$ cat config.mk
export PLATFORM = sky130hd
export DESIGN_NAME = one_wire_master
export DESIGN_NICKNAME = d
export VERILOG_FILES = /design/src/rtl/core/owm_pkg.sv /design/src/rtl/core/owm_cfg_regs.sv /design/src/rtl/core/owm_seq.sv /design/src/rtl/core/one_wire_master.sv
export SDC_FILE = /design/constraint.sdc
export NUM_CORES = 1
export LEC_CHECK = 0
export BUFFER_PORTS_ARGS = -buffer_cell sky130_fd_sc_hd__buf_2
export CAP_MARGIN = 15
export CORE_ASPECT_RATIO = 1.25
export CORE_MARGIN = 3
export CORE_UTILIZATION = 45
export DETAILED_ROUTE_END_ITERATION = 8
export PLACE_DENSITY = 0.68
export REMOVE_ABC_BUFFERS = 1
export SLEW_MARGIN = 20
export SYNTH_ARGS = -nofsm -noshare
export SYNTH_HDL_FRONTEND = slang
export SYNTH_SLANG_ARGS = --single-unit
$ cat constraint.sdc
create_clock -name aclk -period 7.1 [get_ports aclk]
set_input_delay 1.42 -clock aclk [delete_from_list [all_inputs] [get_ports aclk]]
set_output_delay 1.42 -clock aclk [all_outputs]
set_load 0.01 [all_outputs]
$ cat src/rtl/core/owm_pkg.sv
// Shared types, codes and reset constants of the single-line bus master.
package owm_pkg;

    localparam int CFG_W          = 10;
    localparam int CFG_IDX_W      = 3;
    localparam int TIMER_BITS_DEF = 10;

    localparam logic [CFG_W-1:0] RESET_LOW_DEF     = CFG_W'(480);
    localparam logic [CFG_W-1:0] PRESENCE_WAIT_DEF = CFG_W'(65);
    localparam logic [CFG_W-1:0] RESET_TAIL_DEF    = CFG_W'(400);
    localparam logic [CFG_W-1:0] WRITE_ONE_LOW_DEF = CFG_W'(1);
    localparam logic [CFG_W-1:0] WRITE_ZERO_DEF    = CFG_W'(60);
    localparam logic [CFG_W-1:0] WRITE_SLOT_DEF    = CFG_W'(61);
    localparam logic [CFG_W-1:0] READ_LOW_DEF      = CFG_W'(2);
    localparam logic [CFG_W-1:0] READ_SLOT_DEF     = CFG_W'(82);

    localparam logic [CFG_IDX_W-1:0] REG_RESET_LOW     = 3'd0;
    localparam logic [CFG_IDX_W-1:0] REG_PRESENCE_WAIT = 3'd1;
    localparam logic [CFG_IDX_W-1:0] REG_RESET_TAIL    = 3'd2;
    localparam logic [CFG_IDX_W-1:0] REG_WRITE_ONE_LOW = 3'd3;
    localparam logic [CFG_IDX_W-1:0] REG_WRITE_ZERO    = 3'd4;
    localparam logic [CFG_IDX_W-1:0] REG_WRITE_SLOT    = 3'd5;
    localparam logic [CFG_IDX_W-1:0] REG_READ_LOW      = 3'd6;
    localparam logic [CFG_IDX_W-1:0] REG_READ_SLOT     = 3'd7;

    localparam logic [1:0] CMD_TICK  = 2'd0;
    localparam logic [1:0] CMD_RESET = 2'd1;
    localparam logic [1:0] CMD_WRITE = 2'd2;
    localparam logic [1:0] CMD_READ  = 2'd3;

    localparam logic [2:0] LAST_BIT = 3'd7;

    typedef struct packed {
        logic [CFG_W-1:0] reset_low_us;
        logic [CFG_W-1:0] presence_wait_us;
        logic [CFG_W-1:0] reset_tail_us;
        logic [CFG_W-1:0] write_one_low_us;
        logic [CFG_W-1:0] write_zero_low_us;
        logic [CFG_W-1:0] write_slot_us;
        logic [CFG_W-1:0] read_low_us;
        logic [CFG_W-1:0] read_slot_us;
    } owm_cfg_t;

    typedef struct packed {
        logic [1:0] cmd;
        logic [7:0] write_byte;
        logic       line_level;
    } owm_item_t;

    typedef struct packed {
        logic       drive_low;
        logic       busy_res;
        logic       done_res;
        logic [7:0] read_byte;
        logic       presence;
    } owm_result_t;

endpackage

$ cat src/rtl/core/owm_cfg_regs.sv
// Timing configuration registers of the single-line bus master.
module owm_cfg_regs
    import owm_pkg::*;
(
    input  logic                 aclk,
    input  logic                 aresetn,
    input  logic                 wr_en,
    input  logic [CFG_IDX_W-1:0] wr_index,
    input  logic [CFG_W-1:0]     wr_data,
    output owm_cfg_t             cfg
);

    owm_cfg_t cfg_reg;
    owm_cfg_t cfg_next;

    always_comb begin
        cfg_next = cfg_reg;
        if (wr_en) begin
            unique case (wr_index)
                REG_RESET_LOW:     cfg_next.reset_low_us      = wr_data;
                REG_PRESENCE_WAIT: cfg_next.presence_wait_us  = wr_data;
                REG_RESET_TAIL:    cfg_next.reset_tail_us     = wr_data;
                REG_WRITE_ONE_LOW: cfg_next.write_one_low_us  = wr_data;
                REG_WRITE_ZERO:    cfg_next.write_zero_low_us = wr_data;
                REG_WRITE_SLOT:    cfg_next.write_slot_us     = wr_data;
                REG_READ_LOW:      cfg_next.read_low_us       = wr_data;
                REG_READ_SLOT:     cfg_next.read_slot_us      = wr_data;
                default:           cfg_next = cfg_reg;
            endcase
        end
    end

    always_ff @(posedge aclk) begin
        if (!aresetn) begin
            cfg_reg.reset_low_us      <= RESET_LOW_DEF;
            cfg_reg.presence_wait_us  <= PRESENCE_WAIT_DEF;
            cfg_reg.reset_tail_us     <= RESET_TAIL_DEF;
            cfg_reg.write_one_low_us  <= WRITE_ONE_LOW_DEF;
            cfg_reg.write_zero_low_us <= WRITE_ZERO_DEF;
            cfg_reg.write_slot_us     <= WRITE_SLOT_DEF;
            cfg_reg.read_low_us       <= READ_LOW_DEF;
            cfg_reg.read_slot_us      <= READ_SLOT_DEF;
        end else begin
            cfg_reg <= cfg_next;
        end
    end

    assign cfg = cfg_reg;

endmodule

$ cat src/rtl/core/owm_seq.sv
// Bus sequencer: phase state, tick timer, bit shifter and one-tick next-state logic.
module owm_seq
    import owm_pkg::*;
#(
    parameter int TIMER_BITS = TIMER_BITS_DEF
) (
    input  logic        aclk,
    input  logic        aresetn,
    input  logic        fire,
    input  owm_item_t   item,
    input  owm_cfg_t    cfg,
    output owm_result_t res
);

    localparam logic [2:0] PH_IDLE       = 3'd0;
    localparam logic [2:0] PH_RST_LOW    = 3'd1;
    localparam logic [2:0] PH_RST_WAIT   = 3'd2;
    localparam logic [2:0] PH_RST_SAMPLE = 3'd3;
    localparam logic [2:0] PH_RST_TAIL   = 3'd4;
    localparam logic [2:0] PH_SLOT_LOW   = 3'd5;
    localparam logic [2:0] PH_SLOT_REST  = 3'd6;

    localparam logic [TIMER_BITS-1:0] LEN_ZERO = '0;
    localparam logic [TIMER_BITS-1:0] LEN_ONE  = TIMER_BITS'(1);

    logic [2:0]            phase_reg, phase_next;
    logic [TIMER_BITS-1:0] tick_reg, tick_next;
    logic [2:0]            bit_reg, bit_next;
    logic [7:0]            shift_reg, shift_next;
    logic                  presence_reg, presence_next;
    logic [1:0]            op_reg, op_next;
    logic [7:0]            rdbyte_reg, rdbyte_next;

    // Lengths count modulo the timer width.
    function automatic logic [TIMER_BITS-1:0] to_len(input logic [CFG_W-1:0] v);
        return TIMER_BITS'(v);
    endfunction

    function automatic logic [TIMER_BITS-1:0] slot_low_len(
        input owm_cfg_t   c,
        input logic [1:0] op,
        input logic [7:0] sb,
        input logic [2:0] bi
    );
        logic [TIMER_BITS-1:0] len;
        if (op == CMD_READ) begin
            len = to_len(c.read_low_us);
        end else if (sb[bi]) begin
            len = to_len(c.write_one_low_us);
        end else begin
            len = to_len(c.write_zero_low_us);
        end
        return len;
    endfunction

    // The released part of a slot lasts at least one tick.
    function automatic logic [TIMER_BITS-1:0] slot_rest_len(
        input owm_cfg_t   c,
        input logic [1:0] op,
        input logic [7:0] sb,
        input logic [2:0] bi
    );
        logic [TIMER_BITS-1:0] total;
        logic [TIMER_BITS-1:0] low;
        total = (op == CMD_READ) ? to_len(c.read_slot_us) : to_len(c.write_slot_us);
        low   = slot_low_len(c, op, sb, bi);
        return (total > low) ? (total - low) : LEN_ONE;
    endfunction

    always_comb begin
        logic [TIMER_BITS-1:0] cur_len;
        logic [TIMER_BITS-1:0] tick_inc;
        logic                  drive;
        logic                  busy;
        logic                  done;

        phase_next    = phase_reg;
        tick_next     = tick_reg;
        bit_next      = bit_reg;
        shift_next    = shift_reg;
        presence_next = presence_reg;
        op_next       = op_reg;
        rdbyte_next   = rdbyte_reg;
        drive         = 1'b0;
        busy          = 1'b0;
        done          = 1'b0;
        cur_len       = LEN_ZERO;
        tick_inc      = LEN_ZERO;

        // A command in idle starts on this same tick; empty opening phases are skipped.
        if (phase_reg == PH_IDLE && item.cmd != CMD_TICK) begin
            op_next    = item.cmd;
            bit_next   = 3'd0;
            tick_next  = LEN_ZERO;
            shift_next = (item.cmd == CMD_WRITE) ? item.write_byte : 8'd0;
            if (item.cmd == CMD_RESET) begin
                if (to_len(cfg.reset_low_us) != LEN_ZERO) begin
                    phase_next = PH_RST_LOW;
                end else if (to_len(cfg.presence_wait_us) != LEN_ZERO) begin
                    phase_next = PH_RST_WAIT;
                end else begin
                    phase_next = PH_RST_SAMPLE;
                end
            end else if (slot_low_len(cfg, item.cmd, shift_next, 3'd0) != LEN_ZERO) begin
                phase_next = PH_SLOT_LOW;
            end else begin
                phase_next = PH_SLOT_REST;
            end
        end

        if (phase_next != PH_IDLE) begin
            unique case (phase_next)
                PH_RST_LOW:    cur_len = to_len(cfg.reset_low_us);
                PH_RST_WAIT:   cur_len = to_len(cfg.presence_wait_us);
                PH_RST_SAMPLE: cur_len = LEN_ONE;
                PH_RST_TAIL:   cur_len = to_len(cfg.reset_tail_us);
                PH_SLOT_LOW:   cur_len = slot_low_len(cfg, op_next, shift_next, bit_next);
                PH_SLOT_REST:  cur_len = slot_rest_len(cfg, op_next, shift_next, bit_next);
                default:       cur_len = LEN_ZERO;
            endcase

            busy  = 1'b1;
            drive = (phase_next == PH_RST_LOW) || (phase_next == PH_SLOT_LOW);
            if (phase_next == PH_RST_SAMPLE) begin
                presence_next = !item.line_level;
            end
            // Read bits are sampled on the first released tick of the slot.
            if (phase_next == PH_SLOT_REST && tick_next == LEN_ZERO && op_next == CMD_READ) begin
                shift_next[bit_next] = shift_next[bit_next] | item.line_level;
            end

            tick_inc = tick_next + LEN_ONE;
            if (tick_inc < cur_len) begin
                tick_next = tick_inc;
            end else begin
                tick_next = LEN_ZERO;
                unique case (phase_next)
                    PH_RST_LOW: begin
                        phase_next = (to_len(cfg.presence_wait_us) != LEN_ZERO) ?
                                     PH_RST_WAIT : PH_RST_SAMPLE;
                    end
                    PH_RST_WAIT: begin
                        phase_next = PH_RST_SAMPLE;
                    end
                    PH_RST_SAMPLE: begin
                        if (to_len(cfg.reset_tail_us) != LEN_ZERO) begin
                            phase_next = PH_RST_TAIL;
                        end else begin
                            phase_next = PH_IDLE;
                            done       = 1'b1;
                        end
                    end
                    PH_SLOT_LOW: begin
                        phase_next = PH_SLOT_REST;
                    end
                    PH_SLOT_REST: begin
                        if (bit_next == LAST_BIT) begin
                            phase_next = PH_IDLE;
                            done       = 1'b1;
                        end else begin
                            bit_next   = bit_next + 3'd1;
                            phase_next = (slot_low_len(cfg, op_next, shift_next, bit_next)
                                          != LEN_ZERO) ? PH_SLOT_LOW : PH_SLOT_REST;
                        end
                    end
                    default: begin
                        phase_next = PH_IDLE;
                        done       = 1'b1;
                    end
                endcase
            end
            if (done && op_next == CMD_READ) begin
                rdbyte_next = shift_next;
            end
        end

        res.drive_low = drive;
        res.busy_res  = busy;
        res.done_res  = done;
        res.read_byte = rdbyte_next;
        res.presence  = presence_next;
    end

    always_ff @(posedge aclk) begin
        if (!aresetn) begin
            phase_reg    <= PH_IDLE;
            tick_reg     <= LEN_ZERO;
            bit_reg      <= 3'd0;
            shift_reg    <= 8'd0;
            presence_reg <= 1'b0;
            op_reg       <= CMD_TICK;
            rdbyte_reg   <= 8'd0;
        end else if (fire) begin
            phase_reg    <= phase_next;
            tick_reg     <= tick_next;
            bit_reg      <= bit_next;
            shift_reg    <= shift_next;
            presence_reg <= presence_next;
            op_reg       <= op_next;
            rdbyte_reg   <= rdbyte_next;
        end
    end

`ifndef ASSERT_OFF
    a_done_returns_idle: assert property (@(posedge aclk) disable iff (!aresetn)
        (fire && res.done_res) |=> (phase_reg == PH_IDLE))
        else $error("sequencer not idle after an operation completed");

    a_drive_only_busy: assert property (@(posedge aclk) disable iff (!aresetn)
        (fire && res.drive_low) |-> res.busy_res)
        else $error("line driven low outside an operation");

    a_plain_tick_idle: assert property (@(posedge aclk) disable iff (!aresetn)
        (fire && phase_reg == PH_IDLE && item.cmd == CMD_TICK) |=>
        (phase_reg == PH_IDLE && $stable(rdbyte_reg) && $stable(presence_reg)))
        else $error("plain tick in idle changed the sequencer state");
`endif

endmodule

$ cat src/rtl/core/one_wire_master.sv
// Top level of the single-line bus master: beat registers, configuration and sequencer.
//
// one_wire_master drives a single open-drain bus line in microsecond steps. Every input
// beat is one microsecond tick carrying a command (plain tick, bus reset, write byte,
// read byte), the byte to send and the sampled line level, and every input beat yields
// exactly one result beat with the line drive for that tick, busy, done, the last read
// byte and the presence flag. A command given while idle starts on that same tick;
// commands given while busy are ignored. The block sustains one beat per clock cycle
// while results are taken: the sequencer updates its phase, tick timer and bit shifter
// in a single pass of short logic between the input beat register and the result
// register, and the input register lets a new beat in while a finished result still
// waits on m_ready. The eight timing registers are written through the cfg channel,
// which is always ready; write them only while no beat is in flight. Timing lengths
// are counted modulo 2^TIMER_BITS, a phase of zero length is skipped, and each slot
// ends with at least one released tick.
module one_wire_master
    import owm_pkg::*;
#(
    parameter int TIMER_BITS = TIMER_BITS_DEF
) (
    input  logic                 aclk,
    input  logic                 aresetn,

    input  logic                 s_valid,
    output logic                 s_ready,
    input  logic [1:0]           s_cmd,
    input  logic [7:0]           s_write_byte,
    input  logic                 s_line_level,

    output logic                 m_valid,
    input  logic                 m_ready,
    output logic                 m_drive_low,
    output logic                 m_busy_res,
    output logic                 m_done_res,
    output logic [7:0]           m_read_byte,
    output logic                 m_presence,

    input  logic                 cfg_valid,
    output logic                 cfg_ready,
    input  logic [CFG_IDX_W-1:0] cfg_index,
    input  logic [CFG_W-1:0]     cfg_data
);

    owm_cfg_t    cfg;
    owm_item_t   in_item_reg;
    logic        in_valid_reg;
    owm_result_t seq_res;
    owm_result_t out_res_reg;
    logic        out_valid_reg;
    logic        fire;

    // The configuration port never stalls.
    assign cfg_ready = 1'b1;

    owm_cfg_regs u_cfg (
        .aclk     (aclk),
        .aresetn  (aresetn),
        .wr_en    (cfg_valid && cfg_ready),
        .wr_index (cfg_index),
        .wr_data  (cfg_data),
        .cfg      (cfg)
    );

    // A held input beat is processed when the result register is empty or being drained.
    assign fire    = in_valid_reg && (!out_valid_reg || m_ready);
    assign s_ready = !in_valid_reg || fire;

    always_ff @(posedge aclk) begin
        if (!aresetn) begin
            in_valid_reg <= 1'b0;
        end else if (s_valid && s_ready) begin
            in_valid_reg <= 1'b1;
        end else if (fire) begin
            in_valid_reg <= 1'b0;
        end
    end

    always_ff @(posedge aclk) begin
        if (s_valid && s_ready) begin
            in_item_reg.cmd        <= s_cmd;
            in_item_reg.write_byte <= s_write_byte;
            in_item_reg.line_level <= s_line_level;
        end
    end

    owm_seq #(
        .TIMER_BITS (TIMER_BITS)
    ) u_seq (
        .aclk    (aclk),
        .aresetn (aresetn),
        .fire    (fire),
        .item    (in_item_reg),
        .cfg     (cfg),
        .res     (seq_res)
    );

    // Result register: loads on every processed beat, empties when taken.
    always_ff @(posedge aclk) begin
        if (!aresetn) begin
            out_valid_reg <= 1'b0;
        end else if (fire) begin
            out_valid_reg <= 1'b1;
        end else if (m_ready) begin
            out_valid_reg <= 1'b0;
        end
    end

    always_ff @(posedge aclk) begin
        if (fire) begin
            out_res_reg <= seq_res;
        end
    end

    assign m_valid     = out_valid_reg;
    assign m_drive_low = out_res_reg.drive_low;
    assign m_busy_res  = out_res_reg.busy_res;
    assign m_done_res  = out_res_reg.done_res;
    assign m_read_byte = out_res_reg.read_byte;
    assign m_presence  = out_res_reg.presence;

`ifndef ASSERT_OFF
    a_fire_needs_room: assert property (@(posedge aclk) disable iff (!aresetn)
        (out_valid_reg && !m_ready) |-> !fire)
        else $error("beat processed while the result register was full");

    a_fire_fills_output: assert property (@(posedge aclk) disable iff (!aresetn)
        fire |=> out_valid_reg)
        else $error("processed beat did not reach the result register");

    a_input_held_until_fire: assert property (@(posedge aclk) disable iff (!aresetn)
        (in_valid_reg && !fire) |=> (in_valid_reg && $stable(in_item_reg)))
        else $error("held input beat lost before processing");
`endif

endmodule

# Yosys cells after proc, flatten, opt, wreduce, memory -nomap -nowiden

Cells that the tools add are included.
W data, S select, Z words.

Register bits: 140
Latch bits: 0
Bits in writable memories: 0
Memory bits (read-only): 0
Input bits: 29
Output and inout bits: 15
Word-level logic and storage cells: 150
Memories kept: 0

Add/sub/neg operators: 3
Multiply operators: 0
Divide/modulo/power cells: 0
Magnitude comparators: 5
Eq/ne operators: 18
Shifts and indexed selects: 0
Mux-type cells: 64
Bitwise operators: 1
Reductions and logical operators: 34

Operators with widths:

| operator                | count |
|---|---|
| $mux W10                | 20 |
| $pmux W10 S6            | 1 |
| $mux W8                 | 7 |
| $reduce_bool A10 Y1     | 5 |
| $mux W3                 | 12 |
| $eq A3 B3 Y1 const B    | 8 |
| $reduce_and A2 Y1       | 8 |
| $mux W1                 | 15 |
| $pmux W3 S5             | 1 |
| $eq A3 B2 Y1 const B    | 4 |
| $add A10 B1 Y10 const B | 1 |
| $gt A10 B10 Y1          | 1 |
| $logic_not A10 Y1       | 1 |
| $lt A10 B10 Y1          | 1 |
| $sub A10 B10 Y10        | 1 |
| $bwmux W8               | 1 |
| $lt A3 B4 Y1 const B    | 2 |
| $logic_and A1 B1 Y1     | 7 |
| $bmux W1 S3             | 2 |
| $eq A2 B2 Y1 const B    | 3 |
| $eq A3 B1 Y1 const B    | 2 |
| $logic_not A3 Y1        | 2 |
| $mux W2                 | 3 |
| $reduce_bool A2 Y1      | 3 |
| other kinds (10)        | 14 |

# Longest topological paths before layout

Word-level depth: 29
Gate-level depth with buffers: 31
Depth with buffers taken out: 27

# Cells and area by module

From an unflattened synthesis, not the netlist that was laid out.

Cell total of the unflattened synthesis: 899
Area, all modules: 8010.2 µm²

By module, submodules not included:

| module          | times used | cells each | area an instance (µm²) | seq. area each (µm²) |
|---|---|---|---|---|
| owm_seq         | 1          | 578        | 4177.8                 | 700.7 |
| owm_cfg_regs    | 1          | 287        | 3026.7                 | 1601.5 |
| one_wire_master | 1          | 34         | 805.8                  | 730.7 |

# Worst setup path before layout

OpenSTA, ideal clock, no wires.

Kind: register to register
Start: register in_item_reg[9] (netlist bit)
End: register out_res_reg, in the netlist m_read_byte[0], data pin
Setup time: 260 ps
Data arrival time: 5692 ps
Data required time: 6840 ps
Slack: 1149 ps
Stages on the path, launching flop included: 30
Buffers on the path: 2
Period minus slack after synthesis: 5951 ps
Path through: edfxtp_1 > buf_2 > or2_1 > nand2_1 > and2_1 > inv_2 > a21o_1 > o311ai_4 > buf_2 > a21oi_1 > or2_2 > ha_1 > inv_1 > fa_1 > a21o_1 > a21oi_1 > o211ai_1 > a21oi_1 > a211oi_1 > nand2_1 > o2111a_1 > ha_1 > and4_1 > a31oi_1 > o21a_1 > o31a_1 > inv_1 > a31oi_4 > nor4_4 > mux2_2

RTL lines:

| what                 | RTL line               | text |
|---|---|---|
| start, declared      | one_wire_master.sv:45  | `owm_item_t in_item_reg;` |
| end signal, assigned | one_wire_master.sv:110 | `out_res_reg <= seq_res;` |
| end, declared        | one_wire_master.sv:48  | `owm_result_t out_res_reg;` |

==> impl_summary.md <==
Layout
The fill cell instance count of the final layout is roughly 1600. The register area is 0.00303 sq mm. In the final layout, the multi-input gates occupy 0.00438 sq mm. The net count of the finished layout is 1059. The flip-flop count of the largest register after layout is 80. The number of antenna diodes is 0. Of the cells placed in the final design, the portion with a size suffix greater than 1 is 11.6%. The area growth from synthesis to layout is 12.0%.

The final cell count without fillers is 1229.

Yosys
The count of state elements after synthesis is 140. The flip-flop cell with the highest count after synthesis is sky130_fd_sc_hd__dfxtp_1. The largest area contributor in the netlist is sky130_fd_sc_hd__dfxtp_1. Sorting the synthesized cells by area gives the leading types as sky130_fd_sc_hd__dfxtp_1, sky130_fd_sc_hd__nand2_1, sky130_fd_sc_hd__edfxtp_1, sky130_fd_sc_hd__a21oi_1, sky130_fd_sc_hd__ha_1. The mean area per synthesized cell is 7.87 sq um. The async set-or-reset flop fraction in the synthesized netlist is 0%. The area of the mapped netlist is 0.00772 sq mm. Synthesis handed over a netlist of 981 instances.

Counting flops with a built-in enable in the synthesized netlist gives 23. The top-area cell type share of the netlist area is 30.3%. Of the synthesized area, sequential elements account for 39.3%. For this run, the number of Yosys warnings is 0. The count of distinct cell types in the synthesized netlist is 73.

Worst hold path
The worst hold path terminates at u_cfg.cfg[8]$_SDFFE_PN0P_. The startpoint of the lowest-slack hold path is u_cfg.cfg[8]$_SDFFE_PN0P_. The worst hold path passes through 2 cells. In this run the worst hold path is classified as reg -> reg.

Clock network
The root buffer cell chosen for the clock tree is sky130_fd_sc_hd__clkbuf_16. The number of clock sinks seen by CTS is 140. After clock tree synthesis, the repair step resized 0 gates.

TritonCTS built the clock tree. The latest clock arrival within the worst-skew pair is 0.43 ns. The number of buffers inserted for hold repair after clock tree synthesis is 0.

After clock tree synthesis, the clock-pin slew on the worst setup and hold paths is ~0.070 ns. The H-tree generated during clock tree synthesis spans 4 levels. Post-CTS timing repair inserted 0 buffers for setup. The number of buffers created by CTS is 17. The number of buffers on the longest clock path is 2.

Global routing
The global-route wire length before repair is 35500 microns. The maximum number of pins on one net before global-route repair is 54. Global routing finished with a remaining overflow of 0. The number of antenna violations at the first check in global routing is 0. The number of global-route vias before repair was approximately 6700. The total global-route track usage is 24.0%.

Critical path
The startpoint identified for the worst register-to-register timing path is in_item_reg[9]$_DFFE_PP_. The worst register-to-register path ends at m_read_byte[3]$_DFFE_PP_. The slack of the worst reg-to-reg path is 0.57 ns. The type of the worst setup path is reg -> reg.

Data on the critical path arrives at its endpoint at 6.71 ns. The delay of the slowest critical-path stage is roughly 0.7 ns. The signal on the critical path passes through or2_1, nand2_1, buf_4, nand2_1, o311ai_4, mux2i_1, nor2_1, a21oi_1, ha_1, nor2b_1, o21ai_0, a21boi_0, o21ai_0, a21o_1, a21oi_1, or3_1, a31oi_1, ha_1, nand3_1, o31a_1, inv_1, a31oi_4, nor4_4, mux2_2. Data on the critical path is required at its endpoint by 7.28 ns. The cell at the slowest stage of the critical path is sky130_fd_sc_hd__o311ai_4. In this design, the largest share of critical-path delay is due to compound AO/OA/AOI/OAI gates. The type of destination of the critical path is a flop.

In this run the worst path has a maximum fanout of 20. STA classifies the critical path startpoint as a flop. Counting both buffers and inverters, the worst setup path holds a total of 2. The worst reg-to-reg path cell count is 24.

Floorplan
The count of standard-cell rows is between 50 and 60. Once the floorplan was initialized, standard cells occupied a little under half of the core. The die is 152 microns tall. The floorplan step set the die width to between 100 and 150 microns.

The core footprint is around 0.017 sq mm. In this run the count of I/O pins placed on the die edge is 44. The area enclosed by the die boundary is 0.0188 sq mm.

Route
The routed wire length is 22200 microns. The via-per-instance ratio is 5.81. The post-detailed-route DRC marker count is 0. In this run the remaining antenna-violating nets after routing total 0. The number of violations reported at the end of detailed-routing iteration 0 is 586.

The first detailed-routing pass took 5 iterations. The routed length per instance is 18.0 microns. The via count is 7138.

Timing
Setup violations remaining at the end of the flow were counted as 0. The worst clock skew is between 0.01 and 0.015 ns. For the pin with the worst max-slew slack, the measured transition is 0.940 ns.

The worst slew margin relative to its limit is 37.3%. Setup repair after global routing left no endpoint under its margin. The final count of pins violating max slew is 0. The post-route setup TNS is 0 ns.

The final critical path takes up 91.9% of the cycle. The smallest clock period supported by the final layout is computed as 6.53 ns. For this run, the top clock speed supported by timing is 153 MHz. The total count of hold-check failures in the final report was 0.

Pwr
VDD sags by at most 0.168 mV. The leakage component of the power is 3.44 nW. Of the total power, the share spent switching nets is 29.7%.

Cell internal power was estimated by the tool at 1.45 mW. The reported net switching power is 0.614 mW. Per report_power, the clock group accounts for a little over two fifths of the total.

Power spread over the standard cell area amounts to 239 mW/mm^2. Combinational cells account for between 10% and 20% of the total power. The portion of total power attributed to sequential cells is approximately 40%.

Outcome
The flow ran to the end, and the final reports show no timing, DRC or antenna violations.

Flow run
The tool flagged a number of max-cap violations equal to 0.

Place
The estimated wirelength of the detail-placed design is 16200 microns. Routability-driven placement finished with a final weighted congestion of 0.971. The number of port buffers is 42. The number of instances in the placed design is 1197.
-- power groups by stage --
stage	clock (mW)	combinational, mW	sequential (mW)
after detailed placement	0	0.335	0.869
after global routing	0.917	0.379	0.854
after CTS	0.882	0.338	0.851
final	0.873	0.341	0.852
after global placement	0	0.337	0.869
after floorplan	0	0.230	0.863
-- how the worst max path moves through the flow --
stage	startpoint	end	depth (start not counted)
after global placement	in_item_reg[9]$_DFFE_PP_	m_read_byte[4]$_DFFE_PP_	24
after global routing	in_item_reg[9]$_DFFE_PP_	m_read_byte[3]$_DFFE_PP_	23
after detailed placement	in_item_reg[9]$_DFFE_PP_	m_read_byte[3]$_DFFE_PP_	23
after floorplan	in_item_reg[9]$_DFFE_PP_	m_read_byte[0]$_DFFE_PP_	24
after CTS	in_item_reg[9]$_DFFE_PP_	m_read_byte[3]$_DFFE_PP_	23
final	in_item_reg[9]$_DFFE_PP_	m_read_byte[3]$_DFFE_PP_	24
-- layout make-up --
type | count | share of cell area [%]
Multi-Input combinational cell | 761 | 50.6
Clock buffer | 19 | 5.12
Tap cell | 216 | 3.12
Inverter | 26 | 1.13
Sequential cell | 140 | 35.1
Clock inverter | 13 | 1.48
Timing Repair Buffer | 54 | 3.47
-- cell usage in the layout (no fill, tap or decap), drive strengths merged, types with 16 or more instances in the layout --
master,netlist,layout
dfxtp,117,117
a21oi,105,105
ha,29,29
buf,22,54
nor2,71,71
mux2i,31,31
inv,26,34
edfxtp,23,23
nor4,16,16
o21ai,25,25
clkbuf,32,19
nand3,54,54
nand2,258,258
-- cells in the mapped netlist, types with 9 or more instances --
master                     instances
sky130_fd_sc_hd__nand3_1          54
sky130_fd_sc_hd__dfxtp_1         117
sky130_fd_sc_hd__nor2_1           71
sky130_fd_sc_hd__clkbuf_1         32
sky130_fd_sc_hd__nor4_1           15
sky130_fd_sc_hd__o21ai_0          21
sky130_fd_sc_hd__nor3_1           12
sky130_fd_sc_hd__a22oi_1          12
sky130_fd_sc_hd__ha_1             29
sky130_fd_sc_hd__nor2b_1           9
sky130_fd_sc_hd__edfxtp_1         23
sky130_fd_sc_hd__a21oi_1         103
sky130_fd_sc_hd__mux2i_1          30
sky130_fd_sc_hd__nand2_1         258
sky130_fd_sc_hd__mux2_2           11
sky130_fd_sc_hd__buf_1            15
sky130_fd_sc_hd__inv_1            23
-- metal layers --
metal	track usage, %	vias up	part of all wire [%]
li1	-	3474	-
met1	30.5	3363	42
met2	38.9	240	49
met3	3.60	61	4.8
met4	12.5	0	4.8
met5	0	-	0
-- stage by stage --
step	setup WS, ns	power [mW]	area, sq um	hold slack, ns	util, %
2_1_floorplan	0.684	1.09	7500	0.433	-
3_3_place_gp	0.717	1.21	8080	0.443	48.9
3_5_place_dp	0.593	1.20	8080	0.447	48.9
4_1_cts	0.597	2.07	8650	0.456	52.3
5_1_grt	0.0387	2.15	8650	0.480	52.3
6_report	0.572	2.07	8650	0.456	52.3
-- cell families (layout without fill, tap and decap cells) --
| logic type | Yosys count | in the layout | synth area share, % |
|---|---|---|---|
| simple gates | 463 | 463 | 26.4 |
| flops | 140 | 140 | 39.3 |
| fa+ha+maj | 30 | 30 | 4.96 |
| compound gates | 212 | 212 | 18.1 |
| other cells | 1 | 1 | 0.0486 |
| mux | 42 | 42 | 5.67 |
| xor+xnor | 13 | 13 | 1.47 |
| buf+inv | 80 | 112 | 4.07 |
-- worst min-delay path, stage by stage (launching register included) --
cell,delay (ns)
sky130_fd_sc_hd__dfxtp_1,0.31
sky130_fd_sc_hd__nand2_1,0.05
sky130_fd_sc_hd__a21oi_1,0.05
No activity file was read; power rests on OpenSTA's default activity.
